<file path="config.mk">
export PLATFORM = sky130hd
export DESIGN_NAME = tmvs_ram
export DESIGN_NICKNAME = d
export VERILOG_FILES = /design/src/sv/tmvs_ram.sv
export SDC_FILE = /design/constraint.sdc
export NUM_CORES = 2
export LEC_CHECK = 0
export BUFFER_PORTS_ARGS = -buffer_cell sky130_fd_sc_hd__buf_2
export CAP_MARGIN = 5
export CORE_ASPECT_RATIO = 1.75
export CORE_UTILIZATION = 30
export DETAILED_ROUTE_END_ITERATION = 6
export PLACE_DENSITY = 0.52
export SLEW_MARGIN = 5
export SYNTH_ARGS = -nofsm -noshare
export SYNTH_HDL_FRONTEND = slang
export SYNTH_SLANG_ARGS = --single-unit
</file>
<file path="constraint.sdc">
create_clock -name clk -period 2.9 [get_ports clk]
set_clock_uncertainty 0.15 [all_clocks]
set_input_delay 0.145 -clock clk [delete_from_list [all_inputs] [get_ports clk]]
set_output_delay 0.145 -clock clk [all_outputs]
set_load 0.005 [all_outputs]
</file>
<file path="src/sv/tmvs_ram.sv">
// Generic single-port RAM with registered read.
`default_nettype none
module tmvs_ram #(
  parameter int WIDTH = 16,
  parameter int DEPTH = 256
) (
  input  wire logic                     clk,
  input  wire logic                     we,
  input  wire logic [$clog2(DEPTH)-1:0] addr,
  input  wire logic [WIDTH-1:0]         wdata,
  output logic      [WIDTH-1:0]         rdata
);
  logic [WIDTH-1:0] mem [DEPTH];

  always_ff @(posedge clk) begin
    if (we) begin
      mem[addr] <= wdata;
    end
    rdata <= mem[addr];
  end
endmodule
`default_nettype wire

</file>
==> impl_results.md <==
- Outcome: complete, but fails checks
- Violated checks: DRC
- Maximum number of pins on one net before global-route repair: 113
- Overall global routing resource usage: 17.4%
- Via count of the first global-routing pass: 81000
- Crit end category: register
- Clock tree from TritonCTS: yes
- RSZ-0062 raised after global routing: no
- Post-route cell area: 188000 um^2
- Clock latency on the worst-skew pair: 0.96 ns
- Static power due to leakage: 58.0 nW
- Top cell type's share of synthesized area: 79.1%
- Area contributors post-synth: sky130_fd_sc_hd__edfxtp_1 (79%), sky130_fd_sc_hd__mux4_2 (15%), sky130_fd_sc_hd__a22oi_1 (2.5%)
- Post-synth EDFFs: 4096
- CTS buffer count: 345
- Clock slew at the register clock pins of the worst setup and hold paths: 0.07 ns
- Leftover overflow at the end of global routing: 0
- Total of warnings raised by yosys: 0
- Predominant post-synthesis flop cell: sky130_fd_sc_hd__edfxtp_1
- Part of the cycle the worst path needs: 96.7%
- List of most frequent post-synthesis cells: sky130_fd_sc_hd__edfxtp_1 (4096), sky130_fd_sc_hd__mux4_2 (1024), sky130_fd_sc_hd__a22oi_1 (512), sky130_fd_sc_hd__a21oi_1 (256), sky130_fd_sc_hd__clkbuf_1 (249)
- Launch instance of the worst min-delay path: wdata[0]
- Highest ir drop seen on vdd: 511 uV
- Half-perimeter wire length of the detailed placement result: 302000 um
- Depth of the CTS H-tree: 5
- Slack of the critical path: 0.0951 ns
- Highest attainable clock frequency: 0.357 GHz
- Count of maximum capacitance violations: 0
- Critical path startpoint category: register
- Power density over cell area: 640 nW/um^2
- Violation count after the first detailed-route iteration: 7167
- Placed standard-cell area: 176000 um^2
- Fin crit period: 2.80 ns
- Buffers inserted by post-CTS timing repair: 0
- Transition time at the pin with the least slew margin: 1.19 ns
- Antenna Nets Post-Route: 0
- First-pass GRT wire length: 642000 um
- Most common cell in the synthesized netlist: sky130_fd_sc_hd__edfxtp_1
- GP Congestion: 0.814
- Fillers: 46600
- Post-synthesis cell type count: 22
- Via density per instance: 5.09
- Synthesized flop and latch total: 4112
- Final routed wire length divided by cell count: 30.7 um
- Switching portion of total power: 21.6%
- Row Count: 349
- Register share of total power: 54.5%
- Number of max-slew violations in the final report: 0
- Worst reg2reg path startpoint: mem[70][12]
- Fraction of power consumed by the clock network: 39.7%
- Gr busiest metal: met2
- Overall die area: 521000 um^2
- Worst Hold Slack: 0.0549 ns
- Reg2Reg Capture Point: rdata[12]
- Starting density of the core: 30.1%
- Total via count after detailed routing: 76200
- Antenna violations before repair: 19
- Post-synthesis cell count: 6727
- Footprint of the multi-input gates: 31100 um^2
- Number of cells traversed by the worst hold path: 2
- Longest Clk Path Bufs: 4
- Worst hold-check path type: in -> reg
- Library cell with the largest summed area after synthesis: sky130_fd_sc_hd__edfxtp_1
- R2R depth: 8
- Part of the total power dissipated in combinational logic: 5.8%
- Cell count after placement: 14300
- Die Span Y: 954 um
- Syn-to-layout area delta: 20.8%
- Share of async-settable or async-resettable flops after synthesis: 0%
- Worst setup slack for register-to-register paths: 0.1 ns
- CTS root buf: sky130_fd_sc_hd__clkbuf_16
- I/O pin count: 42
- CORE AREA: 516000 um^2
- Number of non-filler instances in the completed layout: 15000
- Post-layout nets: 7869
- Relative max-transition margin: 20.4%
- Final Hold Violating Endpoints: 0
- Critical path start-end classification: reg -> reg
- Met1 usage: 19.7%
- Largest fanout on the critical path: 1
- Avg Synthesized Cell Area: 23.1 um^2
- Synthesized Nets: 6753
- Summed instance area of the synthesized netlist: 155000 um^2
- # port buffers: 41
- Switching power: 25.9 mW
- Data required, critical path: 3.57 ns
- Number of detailed-routing iterations run before antenna repair: 7
- Internal cell power: 94.3 mW
- DRC: 15
- Register area: 123000 um^2
- Setup Slack @ Placement: -0.745 ns
- Sequential share of the synthesized area: 79.4%
- Sum of negative setup slack: 0 ns
- Final Setup Violations: 0
- Die span in x: 546 um
- Proportion of layout cells with a drive suffix above 1: 35.7%
- Global routing met3 resource utilization: 1.88%
- GRT met2 Usage: 32.1%
- Final WL: 460000 um
- Clock net sink count: 4112
- Worst Hold Endpoint: mem[142][0]
- Critical path data arrival time: 3.47 ns
cells in the final DEF (no fill, tap or decap), types with 3 or more instances in the layout:
cell	count
sky130_fd_sc_hd__edfxtp_1	4096
sky130_fd_sc_hd__mux4_2	1024
sky130_fd_sc_hd__buf_4	774
sky130_fd_sc_hd__a22oi_1	512
sky130_fd_sc_hd__clkbuf_16	356
sky130_fd_sc_hd__buf_12	351
sky130_fd_sc_hd__a21oi_1	256
sky130_fd_sc_hd__nor2_1	130
sky130_fd_sc_hd__nor2_2	101
sky130_fd_sc_hd__clkinv_1	65
sky130_fd_sc_hd__clkbuf_1	57
sky130_fd_sc_hd__clkinv_2	57
sky130_fd_sc_hd__o41ai_2	42
sky130_fd_sc_hd__bufinv_16	37
sky130_fd_sc_hd__nor3_2	30
sky130_fd_sc_hd__buf_2	23
sky130_fd_sc_hd__dlygate4sd3_1	22
sky130_fd_sc_hd__nand2_1	21
sky130_fd_sc_hd__clkinvlp_4	21
sky130_fd_sc_hd__buf_8	17
sky130_fd_sc_hd__nand4_1	16
sky130_fd_sc_hd__dfxtp_1	16
sky130_fd_sc_hd__o41ai_1	15
sky130_fd_sc_hd__inv_6	12
sky130_fd_sc_hd__diode_2	10
sky130_fd_sc_hd__clkbuf_8	9
sky130_fd_sc_hd__nand3_2	8
sky130_fd_sc_hd__o41ai_4	7
sky130_fd_sc_hd__nand2_2	6
sky130_fd_sc_hd__nand3_1	5
sky130_fd_sc_hd__clkinv_4	5
sky130_fd_sc_hd__nand2b_1	4
sky130_fd_sc_hd__nor2b_1	3
sky130_fd_sc_hd__clkinv_8	3
critical path, stage by stage, from the launching register on:
cell and delay (ns):
sky130_fd_sc_hd__edfxtp_1 0.37, sky130_fd_sc_hd__mux4_2 0.51, sky130_fd_sc_hd__a22oi_1 0.18, sky130_fd_sc_hd__buf_4 0.16, sky130_fd_sc_hd__a21oi_1 0.07, sky130_fd_sc_hd__buf_4 0.18, sky130_fd_sc_hd__o41ai_2 0.61, sky130_fd_sc_hd__buf_4 0.33
sky130_fd_sc_hd__nand4_1 0.12
timing repair:
item,CTS,global route
resized for setup,3,1
setup endpoints to repair,3,1
endpoints found under the hold margin,3846,0
gates cloned,0,0
hold buffers,22,0
worst max path at each step:
| stage | cells past startpoint | slack [ns] | to | startpoint |
|---|---|---|---|---|
| global route | 8 | 0.06 | rdata[6] | mem[32][6] |
| finish | 8 | 0.1 | rdata[12] | mem[70][12] |
| CTS | 7 | 0.05 | rdata[6] | mem[126][6] |
| detailed placement | 9 | -0.75 | rdata[7] | addr[0] |
| floorplan | 7 | -0.09 | mem[145][0] | addr[0] |
| global placement | 9 | -1.98 | rdata[5] | addr[0] |
per-stage QoR:
stage                     total power, mW  utilization [%]
after floorplan                      69.6                -
after global placement               73.8             34.1
after detailed placement             73.9             34.2
after CTS                             121             36.4
after global routing                  123             36.4
final                                 120             36.4
kinds of logic after synthesis:
logic type,count (synthesis),synth area share [%]
compound gates,832,3.66
mux,1024,14.8
flops,4112,79.4
buf+inv,421,1.24
simple gates,338,0.907
layer usage:
layer  routed length [um]  up-vias
met5                   13        -
met4                27700        2
met3                20200      666
met2               246000     2264
met1               166000    42100
li1                     -    31200
cell type report:
type | instances | area share (%)
inverters | 1 | 0.00200
flip-flops and latches | 4112 | 65.7
well taps | 6844 | 4.56
diodes | 10 | 0.0133
clock inverters | 202 | 1.08
repair buffers | 1189 | 7.16
clock buffers | 422 | 4.92
multi-input cells | 2194 | 16.6
registers in the layout, indices dropped and copies added, names as in the netlist:
name   cells
rdata     16
mem     4096
power groups by stage:
stage	Sequential [mW]	Clock [mW]	Combinational, mW
6_report	65.6	47.7	6.95
5_1_grt	65.5	50.5	7.25
4_1_cts	65.6	48.6	7.08
3_5_place_dp	66.9	0	7.03
3_3_place_gp	66.9	0	6.91
2_1_floorplan	66.8	0	2.82
(Power assumes the default switching activity.)
